### src/rtl/plc_pkg.sv
package plc_pkg;

  localparam logic [4:0] CMD_SCAN = 5'd0;
  localparam logic [4:0] CMD_LD   = 5'd1;
  localparam logic [4:0] CMD_LDI  = 5'd2;
  localparam logic [4:0] CMD_LDKH = 5'd3;
  localparam logic [4:0] CMD_LDKL = 5'd4;
  localparam logic [4:0] CMD_AND  = 5'd5;
  localparam logic [4:0] CMD_ANI  = 5'd6;
  localparam logic [4:0] CMD_OR   = 5'd7;
  localparam logic [4:0] CMD_ORI  = 5'd8;
  localparam logic [4:0] CMD_LDP  = 5'd9;
  localparam logic [4:0] CMD_LDF  = 5'd10;
  localparam logic [4:0] CMD_ANDP = 5'd11;
  localparam logic [4:0] CMD_ANDF = 5'd12;
  localparam logic [4:0] CMD_ORP  = 5'd13;
  localparam logic [4:0] CMD_ORF  = 5'd14;
  localparam logic [4:0] CMD_MPS  = 5'd15;
  localparam logic [4:0] CMD_MRD  = 5'd16;
  localparam logic [4:0] CMD_MPP  = 5'd17;
  localparam logic [4:0] CMD_OUT  = 5'd18;
  localparam logic [4:0] CMD_SET  = 5'd19;
  localparam logic [4:0] CMD_RST  = 5'd20;
  localparam logic [4:0] CMD_TGL  = 5'd21;
  localparam logic [4:0] CMD_INV  = 5'd22;
  localparam logic [4:0] CMD_OUTT = 5'd23;
  localparam logic [4:0] CMD_OUTC = 5'd24;
  localparam logic [4:0] CMD_END  = 5'd25;
  localparam logic [4:0] CMD_NOP  = 5'd26;

  localparam logic [1:0] ST_OK      = 2'd0;
  localparam logic [1:0] ST_ERROR   = 2'd1;
  localparam logic [1:0] ST_IGNORED = 2'd2;

  typedef enum logic [2:0] {
    REG_IN, REG_OUT, REG_AUX, REG_TF, REG_TS, REG_CNT, REG_BAD
  } region_e;

  // classified item passed from front to back
  typedef struct packed {
    logic [4:0]  cmd;
    region_e     region;
    logic [15:0] idx;
    logic [15:0] k_value;
    logic [15:0] input_pins;
    logic [15:0] ticks_100ms;
    logic [15:0] ticks_1s;
  } item_t;

endpackage

### src/rtl/plc_bit_logic_instruction_executor.sv
// PLC bit instruction executor.
// Input channel: in_valid_i / in_stall_o carry one instruction item (cmd,
// operand address, preset, pin sample, tick counts). Output channel:
// out_valid_o / out_stall_i carry one result item per instruction.
// A front stage classifies the operand address into a region and index and
// pushes into a two-entry queue; the back stage executes one item per cycle
// out of that queue while the receiver does not stall and no END sweep runs.
// An accepted item is written into the queue, then executed from there into
// the result register. END additionally runs a timer aging sweep, one timer
// entry of each bank per cycle, and its result is valid once the sweep ends;
// items behind it wait in the queue.
// Reset clears every image, timer, counter, the stack and the stopped flag.
// While the receiver stalls, the held result stays put, the back stage stops,
// and the queue fills; the input stalls once the queue is full.
// After an error the block answers every item with status 2 until reset.
module plc_bit_logic_instruction_executor import plc_pkg::*; #(
  parameter int INPUT_COUNT   = 16,
  parameter int OUTPUT_COUNT  = 16,
  parameter int AUX_COUNT     = 64,
  parameter int TIMER_COUNT   = 16,
  parameter int COUNTER_COUNT = 16,
  parameter int STACK_DEPTH   = 32
) (
  input  logic        clk_i,
  input  logic        rst_ni,
  input  logic        in_valid_i,
  output logic        in_stall_o,
  input  logic [4:0]  cmd_i,
  input  logic [15:0] operand_addr_i,
  input  logic [15:0] k_value_i,
  input  logic [15:0] input_pins_i,
  input  logic [15:0] ticks_100ms_i,
  input  logic [15:0] ticks_1s_i,
  output logic        out_valid_o,
  input  logic        out_stall_i,
  output logic        accumulator_o,
  output logic [15:0] output_bits_o,
  output logic        scan_done_o,
  output logic [1:0]  status_o
);
  logic  q_valid, q_pop;
  item_t q_item;

  plc_front #(
    .INPUT_COUNT(INPUT_COUNT), .OUTPUT_COUNT(OUTPUT_COUNT), .AUX_COUNT(AUX_COUNT),
    .TIMER_COUNT(TIMER_COUNT), .COUNTER_COUNT(COUNTER_COUNT)
  ) u_front (
    .clk_i, .rst_ni, .in_valid_i, .in_stall_o, .cmd_i, .operand_addr_i,
    .k_value_i, .input_pins_i, .ticks_100ms_i, .ticks_1s_i,
    .q_valid_o(q_valid), .q_pop_i(q_pop), .q_item_o(q_item)
  );

  plc_back #(
    .INPUT_COUNT(INPUT_COUNT), .OUTPUT_COUNT(OUTPUT_COUNT), .AUX_COUNT(AUX_COUNT),
    .TIMER_COUNT(TIMER_COUNT), .COUNTER_COUNT(COUNTER_COUNT),
    .STACK_DEPTH(STACK_DEPTH)
  ) u_back (
    .clk_i, .rst_ni, .q_valid_i(q_valid), .q_pop_o(q_pop), .q_item_i(q_item),
    .out_valid_o, .out_stall_i, .accumulator_o, .output_bits_o, .scan_done_o,
    .status_o
  );
endmodule

### src/rtl/plc_front.sv
module plc_front import plc_pkg::*; #(
  parameter int INPUT_COUNT   = 16,
  parameter int OUTPUT_COUNT  = 16,
  parameter int AUX_COUNT     = 64,
  parameter int TIMER_COUNT   = 16,
  parameter int COUNTER_COUNT = 16
) (
  input  logic        clk_i,
  input  logic        rst_ni,
  input  logic        in_valid_i,
  output logic        in_stall_o,
  input  logic [4:0]  cmd_i,
  input  logic [15:0] operand_addr_i,
  input  logic [15:0] k_value_i,
  input  logic [15:0] input_pins_i,
  input  logic [15:0] ticks_100ms_i,
  input  logic [15:0] ticks_1s_i,
  output logic        q_valid_o,
  input  logic        q_pop_i,
  output item_t       q_item_o
);
  localparam int BaseOut = INPUT_COUNT;
  localparam int BaseAux = BaseOut + OUTPUT_COUNT;
  localparam int BaseTf  = BaseAux + AUX_COUNT;
  localparam int BaseTs  = BaseTf + TIMER_COUNT;
  localparam int BaseCnt = BaseTs + TIMER_COUNT;
  localparam int BaseEnd = BaseCnt + COUNTER_COUNT;

  item_t       cls;
  logic [16:0] a;

  // address classification
  always_comb begin
    a = {1'b0, operand_addr_i};
    cls.cmd = cmd_i;
    cls.k_value = k_value_i;
    cls.input_pins = input_pins_i;
    cls.ticks_100ms = ticks_100ms_i;
    cls.ticks_1s = ticks_1s_i;
    cls.region = REG_BAD;
    cls.idx = '0;
    if (a < 17'(BaseOut)) begin
      cls.region = REG_IN;  cls.idx = a[15:0];
    end else if (a < 17'(BaseAux)) begin
      cls.region = REG_OUT; cls.idx = 16'(a - 17'(BaseOut));
    end else if (a < 17'(BaseTf)) begin
      cls.region = REG_AUX; cls.idx = 16'(a - 17'(BaseAux));
    end else if (a < 17'(BaseTs)) begin
      cls.region = REG_TF;  cls.idx = 16'(a - 17'(BaseTf));
    end else if (a < 17'(BaseCnt)) begin
      cls.region = REG_TS;  cls.idx = 16'(a - 17'(BaseTs));
    end else if (a < 17'(BaseEnd)) begin
      cls.region = REG_CNT; cls.idx = 16'(a - 17'(BaseCnt));
    end
  end

  // two-entry queue
  item_t      mem_q [2];
  logic       wp_q, rp_q;
  logic [1:0] cnt_q;
  logic       push;

  assign in_stall_o = cnt_q[1];
  assign push = in_valid_i && !in_stall_o;
  assign q_valid_o = cnt_q != 2'd0;
  assign q_item_o = mem_q[rp_q];

  always_ff @(posedge clk_i) begin
    if (push) mem_q[wp_q] <= cls;
  end

  always_ff @(posedge clk_i or negedge rst_ni) begin
    if (!rst_ni) begin
      wp_q <= 1'b0; rp_q <= 1'b0; cnt_q <= 2'd0;
    end else begin
      if (push) wp_q <= !wp_q;
      if (q_pop_i) rp_q <= !rp_q;
      cnt_q <= cnt_q + 2'(push) - 2'(q_pop_i);
    end
  end
endmodule

### src/rtl/plc_back.sv
module plc_back import plc_pkg::*; #(
  parameter int INPUT_COUNT   = 16,
  parameter int OUTPUT_COUNT  = 16,
  parameter int AUX_COUNT     = 64,
  parameter int TIMER_COUNT   = 16,
  parameter int COUNTER_COUNT = 16,
  parameter int STACK_DEPTH   = 32
) (
  input  logic        clk_i,
  input  logic        rst_ni,
  input  logic        q_valid_i,
  output logic        q_pop_o,
  input  item_t       q_item_i,
  output logic        out_valid_o,
  input  logic        out_stall_i,
  output logic        accumulator_o,
  output logic [15:0] output_bits_o,
  output logic        scan_done_o,
  output logic [1:0]  status_o
);
  localparam int TW = (TIMER_COUNT > 1) ? $clog2(TIMER_COUNT) : 1;
  localparam int SW = $clog2(STACK_DEPTH + 1);
  localparam int SIW = (STACK_DEPTH > 1) ? $clog2(STACK_DEPTH) : 1;
  localparam int IXW = (INPUT_COUNT > 1) ? $clog2(INPUT_COUNT) : 1;
  localparam int OXW = (OUTPUT_COUNT > 1) ? $clog2(OUTPUT_COUNT) : 1;
  localparam int AXW = (AUX_COUNT > 1) ? $clog2(AUX_COUNT) : 1;
  localparam int CXW = (COUNTER_COUNT > 1) ? $clog2(COUNTER_COUNT) : 1;

  localparam logic [1:0] S_EXEC = 2'd0;
  localparam logic [1:0] S_AGE  = 2'd1;

  logic [1:0] state_q, state_d;

  logic acc_q, stopped_q;
  logic [STACK_DEPTH-1:0] stk_q;
  logic [SW-1:0] sp_q;
  logic [INPUT_COUNT-1:0] in_now_q, in_prev_q;
  logic [OUTPUT_COUNT-1:0] out_now_q, out_prev_q;
  logic [AUX_COUNT-1:0] aux_q, aux_prev_q;
  logic [TIMER_COUNT-1:0] ften_q, ftev_q, ftevp_q, sten_q, stev_q, stevp_q;
  logic [15:0] ftc_q [TIMER_COUNT];
  logic [15:0] stc_q [TIMER_COUNT];
  logic [COUNTER_COUNT-1:0] cev_q, cevp_q, ctrig_q;
  logic [15:0] cval_q [COUNTER_COUNT];
  logic [TW-1:0] ai_q;
  logic [15:0] t100_q, t1s_q;

  logic res_full_q;
  logic res_acc_q, res_done_q;
  logic [15:0] res_bits_q;
  logic [1:0] res_st_q;

  item_t it;
  assign it = q_item_i;

  // per-region element index
  logic [IXW-1:0] ix_in;
  logic [OXW-1:0] ix_out;
  logic [AXW-1:0] ix_aux;
  logic [TW-1:0]  ix_tmr;
  logic [CXW-1:0] ix_cnt;
  assign ix_in  = it.idx[IXW-1:0];
  assign ix_out = it.idx[OXW-1:0];
  assign ix_aux = it.idx[AXW-1:0];
  assign ix_tmr = it.idx[TW-1:0];
  assign ix_cnt = it.idx[CXW-1:0];

  logic can_out;
  assign can_out = !res_full_q || !out_stall_i;

  // operand read of the current and last-scan images
  logic cur, last, inv, edge_b;
  always_comb begin
    cur = 1'b0; last = 1'b0;
    case (it.region)
      REG_IN:  begin cur = in_now_q[ix_in];   last = in_prev_q[ix_in];   end
      REG_OUT: begin cur = out_now_q[ix_out]; last = out_prev_q[ix_out]; end
      REG_AUX: begin cur = aux_q[ix_aux];     last = aux_prev_q[ix_aux]; end
      REG_TF:  begin cur = ftev_q[ix_tmr];    last = ftevp_q[ix_tmr];    end
      REG_TS:  begin cur = stev_q[ix_tmr];    last = stevp_q[ix_tmr];    end
      REG_CNT: begin cur = cev_q[ix_cnt];     last = cevp_q[ix_cnt];     end
      default: ;
    endcase
    inv = (it.cmd == CMD_ANI) || (it.cmd == CMD_ORI) || (it.cmd == CMD_LDI);
    edge_b = ((it.cmd == CMD_LDP) || (it.cmd == CMD_ANDP) || (it.cmd == CMD_ORP))
           ? (cur && !last) : (!cur && last);
  end

  // execution of one instruction: new accumulator, error and write intent
  logic acc_n, err, wr, wv, bad;
  always_comb begin
    bad = it.region == REG_BAD;
    acc_n = acc_q; err = 1'b0; wr = 1'b0; wv = 1'b0;
    case (it.cmd)
      CMD_SCAN, CMD_NOP, CMD_END: ;
      CMD_LD, CMD_LDI: begin err = bad; acc_n = cur ^ inv; end
      CMD_LDKH: acc_n = 1'b1;
      CMD_LDKL: acc_n = 1'b0;
      CMD_AND, CMD_ANI: begin err = bad; acc_n = acc_q & (cur ^ inv); end
      CMD_OR, CMD_ORI: begin err = bad; acc_n = acc_q | (cur ^ inv); end
      CMD_LDP, CMD_LDF: begin err = bad; acc_n = edge_b; end
      CMD_ANDP, CMD_ANDF: begin err = bad; acc_n = acc_q & edge_b; end
      CMD_ORP, CMD_ORF: begin err = bad; acc_n = acc_q | edge_b; end
      CMD_MPS: err = sp_q >= SW'(STACK_DEPTH);
      CMD_MRD: begin
        err = sp_q == '0;
        acc_n = stk_q[SIW'(sp_q - SW'(1))];
      end
      CMD_MPP: begin
        err = sp_q == '0;
        acc_n = stk_q[SIW'(sp_q - SW'(1))];
      end
      CMD_OUT: begin wr = 1'b1; wv = acc_q; end
      CMD_SET: begin wr = acc_q; wv = 1'b1; end
      CMD_RST: begin wr = acc_q; wv = 1'b0; end
      CMD_TGL: begin wr = acc_q; wv = !cur; end
      CMD_INV: acc_n = !acc_q;
      CMD_OUTT: err = !(it.region == REG_TF || it.region == REG_TS);
      CMD_OUTC: err = it.region != REG_CNT;
      default: err = 1'b1;
    endcase
    if (wr && (bad || it.region == REG_TF || it.region == REG_TS)) err = 1'b1;
  end

  logic exec_go;
  logic end_pop;
  assign exec_go = (state_q == S_EXEC) && q_valid_i && can_out;
  // END pops its queue entry when the sweep finishes
  assign end_pop = (state_q == S_AGE) && (ai_q == TW'(TIMER_COUNT - 1));
  assign q_pop_o = (exec_go && !(it.cmd == CMD_END && !stopped_q)) || end_pop;

  // sequencer: END ages timers one entry per cycle before popping
  always_comb begin
    state_d = state_q;
    case (state_q)
      S_EXEC: if (exec_go && !stopped_q && it.cmd == CMD_END) state_d = S_AGE;
      S_AGE: if (ai_q == TW'(TIMER_COUNT - 1)) state_d = S_EXEC;
      default: state_d = S_EXEC;
    endcase
  end

  logic [15:0] fc, sc;
  assign fc = ftc_q[ai_q];
  assign sc = stc_q[ai_q];

  always_ff @(posedge clk_i or negedge rst_ni) begin
    if (!rst_ni) begin
      state_q <= S_EXEC; acc_q <= 1'b0; stopped_q <= 1'b0;
      stk_q <= '0; sp_q <= '0;
      in_now_q <= '0; in_prev_q <= '0; out_now_q <= '0; out_prev_q <= '0;
      aux_q <= '0; aux_prev_q <= '0;
      ften_q <= '0; ftev_q <= '0; ftevp_q <= '0;
      sten_q <= '0; stev_q <= '0; stevp_q <= '0;
      cev_q <= '0; cevp_q <= '0; ctrig_q <= '0;
      for (int i = 0; i < TIMER_COUNT; i++) begin
        ftc_q[i] <= '0; stc_q[i] <= '0;
      end
      for (int i = 0; i < COUNTER_COUNT; i++) cval_q[i] <= '0;
      ai_q <= '0; t100_q <= '0; t1s_q <= '0;
      res_full_q <= 1'b0;
      res_acc_q <= 1'b0; res_done_q <= 1'b0; res_bits_q <= '0; res_st_q <= ST_OK;
    end else begin
      state_q <= state_d;
      if (res_full_q && !out_stall_i) res_full_q <= 1'b0;
      if (exec_go) begin
        res_full_q <= 1'b1;
        res_bits_q <= '0;
        res_done_q <= 1'b0;
        if (stopped_q) begin
          res_acc_q <= acc_q; res_st_q <= ST_IGNORED;
        end else if (err) begin
          stopped_q <= 1'b1; res_acc_q <= acc_q; res_st_q <= ST_ERROR;
        end else begin
          acc_q <= acc_n; res_acc_q <= acc_n; res_st_q <= ST_OK;
          case (it.cmd)
            CMD_SCAN: for (int i = 0; i < INPUT_COUNT; i++)
              in_now_q[i] <= (i < 16) ? it.input_pins[i % 16] : 1'b0;
            CMD_MPS: begin
              stk_q[SIW'(sp_q)] <= acc_q; sp_q <= sp_q + SW'(1);
            end
            CMD_MPP: sp_q <= sp_q - SW'(1);
            CMD_OUTT: begin
              if (it.region == REG_TF) begin
                if (acc_q) begin
                  if (!ften_q[ix_tmr]) begin
                    ftc_q[ix_tmr] <= it.k_value; ften_q[ix_tmr] <= 1'b1;
                    ftev_q[ix_tmr] <= 1'b0;
                  end
                end else ften_q[ix_tmr] <= 1'b0;
              end else begin
                if (acc_q) begin
                  if (!sten_q[ix_tmr]) begin
                    stc_q[ix_tmr] <= it.k_value; sten_q[ix_tmr] <= 1'b1;
                    stev_q[ix_tmr] <= 1'b0;
                  end
                end else sten_q[ix_tmr] <= 1'b0;
              end
            end
            CMD_OUTC: begin
              if (acc_q && !ctrig_q[ix_cnt] && cval_q[ix_cnt] < it.k_value) begin
                cval_q[ix_cnt] <= cval_q[ix_cnt] + 16'd1;
                if (cval_q[ix_cnt] + 16'd1 == it.k_value) cev_q[ix_cnt] <= 1'b1;
              end
              ctrig_q[ix_cnt] <= acc_q;
            end
            CMD_END: begin
              out_prev_q <= out_now_q; in_prev_q <= in_now_q;
              aux_prev_q <= aux_q; ftevp_q <= ftev_q; stevp_q <= stev_q;
              cevp_q <= cev_q;
              for (int i = 0; i < 16; i++)
                res_bits_q[i] <= (i < OUTPUT_COUNT) ? out_now_q[i % OUTPUT_COUNT] : 1'b0;
              res_done_q <= 1'b1;
              res_full_q <= 1'b0;
              ai_q <= '0; t100_q <= it.ticks_100ms; t1s_q <= it.ticks_1s;
            end
            default: ;
          endcase
          if (wr) begin
            case (it.region)
              REG_OUT: out_now_q[ix_out] <= wv;
              REG_AUX: aux_q[ix_aux] <= wv;
              REG_CNT: if (!wv) begin
                cval_q[ix_cnt] <= '0; cev_q[ix_cnt] <= 1'b0;
              end
              default: ;
            endcase
          end
        end
      end
      // timer aging sweep
      if (state_q == S_AGE) begin
        if (ften_q[ai_q]) begin
          if (t100_q != 16'd0 && !ftev_q[ai_q]) begin
            ftc_q[ai_q] <= (fc > t100_q) ? fc - t100_q : 16'd0;
            if (fc <= t100_q) ftev_q[ai_q] <= 1'b1;
          end
        end else begin
          ftc_q[ai_q] <= '0; ftev_q[ai_q] <= 1'b0;
        end
        if (sten_q[ai_q]) begin
          if (t1s_q != 16'd0 && !stev_q[ai_q]) begin
            stc_q[ai_q] <= (sc > t1s_q) ? sc - t1s_q : 16'd0;
            if (sc <= t1s_q) stev_q[ai_q] <= 1'b1;
          end
        end else begin
          stc_q[ai_q] <= '0; stev_q[ai_q] <= 1'b0;
        end
        ai_q <= ai_q + TW'(1);
        if (ai_q == TW'(TIMER_COUNT - 1)) res_full_q <= 1'b1;
      end
    end
  end

  assign out_valid_o   = res_full_q;
  assign accumulator_o = res_acc_q;
  assign output_bits_o = res_bits_q;
  assign scan_done_o   = res_done_q;
  assign status_o      = res_st_q;
endmodule
### config.mk
export PLATFORM = sky130hd
export DESIGN_NAME = plc_bit_logic_instruction_executor
export DESIGN_NICKNAME = d
export VERILOG_FILES = /design/src/rtl/plc_pkg.sv /design/src/rtl/plc_bit_logic_instruction_executor.sv /design/src/rtl/plc_front.sv /design/src/rtl/plc_back.sv
export SDC_FILE = /design/constraint.sdc
export NUM_CORES = 2
export LEC_CHECK = 0
export ABC_AREA = 0
export BUFFER_PORTS_ARGS = -buffer_cell sky130_fd_sc_hd__buf_2
export CAP_MARGIN = 20
export CORE_MARGIN = 10
export CORE_UTILIZATION = 58
export DETAILED_ROUTE_END_ITERATION = 6
export HOLD_SLACK_MARGIN = 0.06
export MAX_ROUTING_LAYER = met4
export PLACE_DENSITY = 0.77
export SLEW_MARGIN = 30
export SYNTH_ARGS = -nofsm -noshare
export SYNTH_HDL_FRONTEND = slang
export SYNTH_SLANG_ARGS = --single-unit
### constraint.sdc
create_clock -name clk_i -period 6.69 [get_ports clk_i]
set_input_delay 1.338 -clock clk_i [delete_from_list [all_inputs] [get_ports clk_i]]
set_output_delay 1.338 -clock clk_i [all_outputs]
set_load 0.03 [all_outputs]
==> impl_metrics.py <==
metrics = {
    "sta": {
        "timing.fmax_ghz": 0.160,
        "finalHoldViolCount": 0,
        "setup_violations": 0,
        "rsz0062_at_grt": "no",
        "period_share_pct": 93.4,
        "slew_violations": 0,
        "slew_headroom_pct": 24.8,
        "tns_ps": 0,
        "fin_skew_ps": 31.0,
        "fin_crit_ps": 6250,
        "worstMarginPinSlew_ps": 1130,
        "whs_ps": 473,
    },
    "synthesis": {
        "yosys.cell_count.top_type": "dfrtp_1",
        "ys_async_sr_fraction_pct": 88.5,
        "synth_edf_count": 156,
        "synth_mux_area_share_pct": 12.7,
        "ys_seq_elements": 1361,
        "synthAdderAreaFrac_pct": 1.14,
        "synthDominantCellAreaShare_pct": 43.0,
        "synth_cell_types": 103,
        "synth_ff_type": "dfrtp_1",
        "yosys.area.top_type": "dfrtp_1",
        "yosysWarningCount": 0,
        "mappedNetlistArea_sq_mm": 0.0702,
        "yosys-top-cells-area": "dfrtp_1 (43%), mux4_2 (7.2%), edfxtp_1 (6.7%)",
        "avgSynthCellArea_sq_um": 9.93,
        "synth.net_count": 7217,
        "synth-simple-area-share_pct": 15.1,
        "synth_xor_area_share_pct": 0.842,
        "synth_compound_area_share_pct": 16.2,
        "synth_top_family_by_area": "compound AO/OA/AOI/OAI gates",
        "ys_seq_area_share_pct": 49.6,
        "synth_cells": 7065,
        "synthTopCellsByCount": "dfrtp_1 (1205), nand2_1 (1076), nor2_1 (822), a21oi_1 (633), o22ai_1 (513)",
    },
    "clock_network": {
        "cts_tree": "done",
        "clkTransAtPathRegs_ps": 60,
        "clk_path_buf_depth": 3,
        "h-tree-depth": 4,
        "cts_hold_buf": 0,
        "postCtsSetupBuffers": 0,
        "cts_sinks": 1361,
        "cts_buffers": 145,
        "clock_latency_ps": 790,
        "cts_root_buf": "clkbuf_16",
        "post_cts_resized": 0,
    },
    "power_and_ir_drop": {
        "irDropWorstVdd_v": 0.000341,
        "swShare_pct": 41.3,
        "pwr-share-clk_pct": 24.0,
        "pwr-share-comb_pct": 42.6,
        "pwr_density_cell_mw_per_mm2": 435,
        "p_switching_uw": 13900,
        "p_int_uw": 19700,
        "seqPwrFrac_pct": 33.4,
        "leakagePower_uw": 0.0338,
    },
    "place": {
        "portBuffers": 110,
        "hpwl_mm": 142,
        "gp_congestion": 0.962,
    },
    "layout": {
        "nets": 7063,
        "area_growth_pct": 9.88,
        "nFillCells": 9169,
        "drive_above_1_share_pct": 14.5,
    },
    "drt": {
        "route.detailed.drc": 0,
        "vias_per_cell": 6.87,
        "vias": 59400,
        "drt_wl_total_mm": 230,
        "wl_met3_mm": 27.4,
        "wl_met1_mm": 83.3,
        "first_pass_iters": 7,
        "highest_layer": "met4",
        "initialDrtViolationCount": 8445,
        "wl_met2_mm": 104,
        "route.antenna.remaining_nets": 0,
        "post_drt_wl_per_cell_um": 26.6,
    },
    "critical_path": {
        "required_ps": 7360,
        "cp_cell_sequence": "buf_12, mux4_2, mux4_2, ha_1, a21oi_1, o21ai_0, a21oi_1, o21ai_0, a21oi_1, o21ai_0, o21a_1, o21ai_0, or2_2, o22ai_1",
        "cp_max_fo": 38,
        "path_common_cell": "o21ai_0",
        "end_kind": "flip-flop",
        "path_class": "flip-flop to flip-flop",
        "crit_arrival_ps": 6920,
        "slowest_stage": "dfrtp_4",
        "cp_slowest_stage_delay_ps": 780,
        "cp-start-kind": "flip-flop",
    },
    "grt": {
        "grt_use_total_pct": 34.1,
        "grt_start_max_net_pins": 224,
        "grt_first_pass_wirelength_mm": 350,
        "antenna_found_initial": 6,
        "grt_overflow": 0,
        "first_global_vias": 58200,
    },
    "floorplanning": {
        "fp.dieH_um": 368,
        "ios": 111,
        "die_w_um": 368,
        "start_util_pct": 58.5,
        "core_area_sq_mm": 0.120,
        "rows": 127,
        "dieArea_sq_mm": 0.135,
    },
    "hold_path": {
        "hold_class": "flip-flop to flip-flop",
    },
    "run_status": {
        "outcome": "finished, final reports clean",
    },
    "run": {
        "cap_violations": 0,
    },
}
[layout make-up]
type / instances / area, sq um / area share [%]
Antenna cell: 6 / 15.0 / 0.0195
Clock buffer: 217 / 4210 / 5.46
Clock inverter: 47 / 448 / 0.581
Inverter: 78 / 293 / 0.380
Multi-Input combinational cell: 4992 / 32800 / 42.6
Sequential cell: 1361 / 34900 / 45.2
Tap cell: 1612 / 2020 / 2.62
Timing Repair Buffer: 333 / 2460 / 3.19
[registers in the layout, indices dropped and copies added (netlist names), 32 cells and up, named ones only]
signal	count
u_back.aux_prev_q	64
u_back.ftc_q	256
u_back.stc_q	256
u_back.cval_q	256
u_back.stk_q	32
u_back.aux_q	64
u_front.mem_q	156
[cells by family (layout without fill, tap and decap cells)]
family                     after synthesis  count (layout)
and+or+nand+nor                       2414            2414
AOI/OAI and AO/OA                     1847            1847
DFF                                   1361            1361
buffers and inverters                  712             675
muxes                                  606             606
adders and majority gates               63              63
xor gates and xnor gates                62              62
other                                    0               6
[worst paths after layout]
path	startpoint	endpoint	slack (ps)	depth (start not counted)
max	u_back.ai_q[0]$_DFFE_PN0P_	u_back.stc_q[217]$_DFF_PN0_	440	14
min	u_back.aux_prev_q[33]$_DFFE_PN0P_	u_back.aux_prev_q[33]$_DFFE_PN0P_	470	2
max reg2reg	u_back.ai_q[0]$_DFFE_PN0P_	u_back.stc_q[217]$_DFF_PN0_	440	14
min reg2reg	u_back.aux_prev_q[33]$_DFFE_PN0P_	u_back.aux_prev_q[33]$_DFFE_PN0P_	470	2
max in group asynchronous	rst_ni	u_back.stc_q[18]$_DFF_PN0_	4540	3
min in group asynchronous	rst_ni	u_back.cval_q[115]$_DFFE_PN0P_	570	1
[critical path: cells and delay by family, from the launching register on]
kind,cells,cell delay [ps]
compound gates,9,2790
flops,1,780
fa+ha+maj,1,350
mux,2,1180
simple gates,1,580
buf+inv,1,370
[per-stage QoR]
step,instance area (sq um),cells,utilization [%],total power [uW],setup slack (ps)
CTS,77000,8638,64.2,33000,519
detailed placement,72300,8374,60.3,25000,578
finish,77100,8646,64.3,33500,443
floorplan,70200,7065,-,20300,222
global route,77100,8646,64.3,34800,125
global placement,72300,8374,60.2,24700,709
[power by group through the flow]
stage | Clock (uW) | Combinational, uW | Sequential (uW)
after CTS | 8030 | 13900 | 11100
after global placement | 0 | 13500 | 11200
after detailed placement | 0 | 13800 | 11200
after floorplan | 0 | 9580 | 10700
final | 8040 | 14300 | 11200
after global routing | 8390 | 15100 | 11300
[cell usage in the layout (no fill, tap or decap), drive strengths merged, types with 27 or more instances in the layout]
master / synthesis / layout
a21o: 139 / 139
a21oi: 634 / 634
a31oi: 80 / 80
a41oi: 30 / 30
and2: 36 / 36
buf: 187 / 333
clkbuf: 447 / 217
clkinv: 1 / 32
dfrtp: 1205 / 1205
edfxtp: 156 / 156
ha: 61 / 61
inv: 77 / 86
mux2: 45 / 45
mux2i: 337 / 337
mux4: 224 / 224
nand2: 1076 / 1076
nand3: 194 / 194
nand4: 48 / 48
nor2: 825 / 825
nor2b: 29 / 29
nor3: 59 / 59
nor4: 38 / 38
o21ai: 240 / 240
o22ai: 513 / 513
o32ai: 27 / 27
xnor2: 45 / 45
[layer usage]
layer  vias to the layer above  global-route usage (%)
li1                      25100                       -
met1                     29000                    42.0
met2                      4249                    50.5
met3                      1020                    9.23
met4                         0                    19.7
met5                         -                       -
No activity file was read; power rests on OpenSTA's default activity.
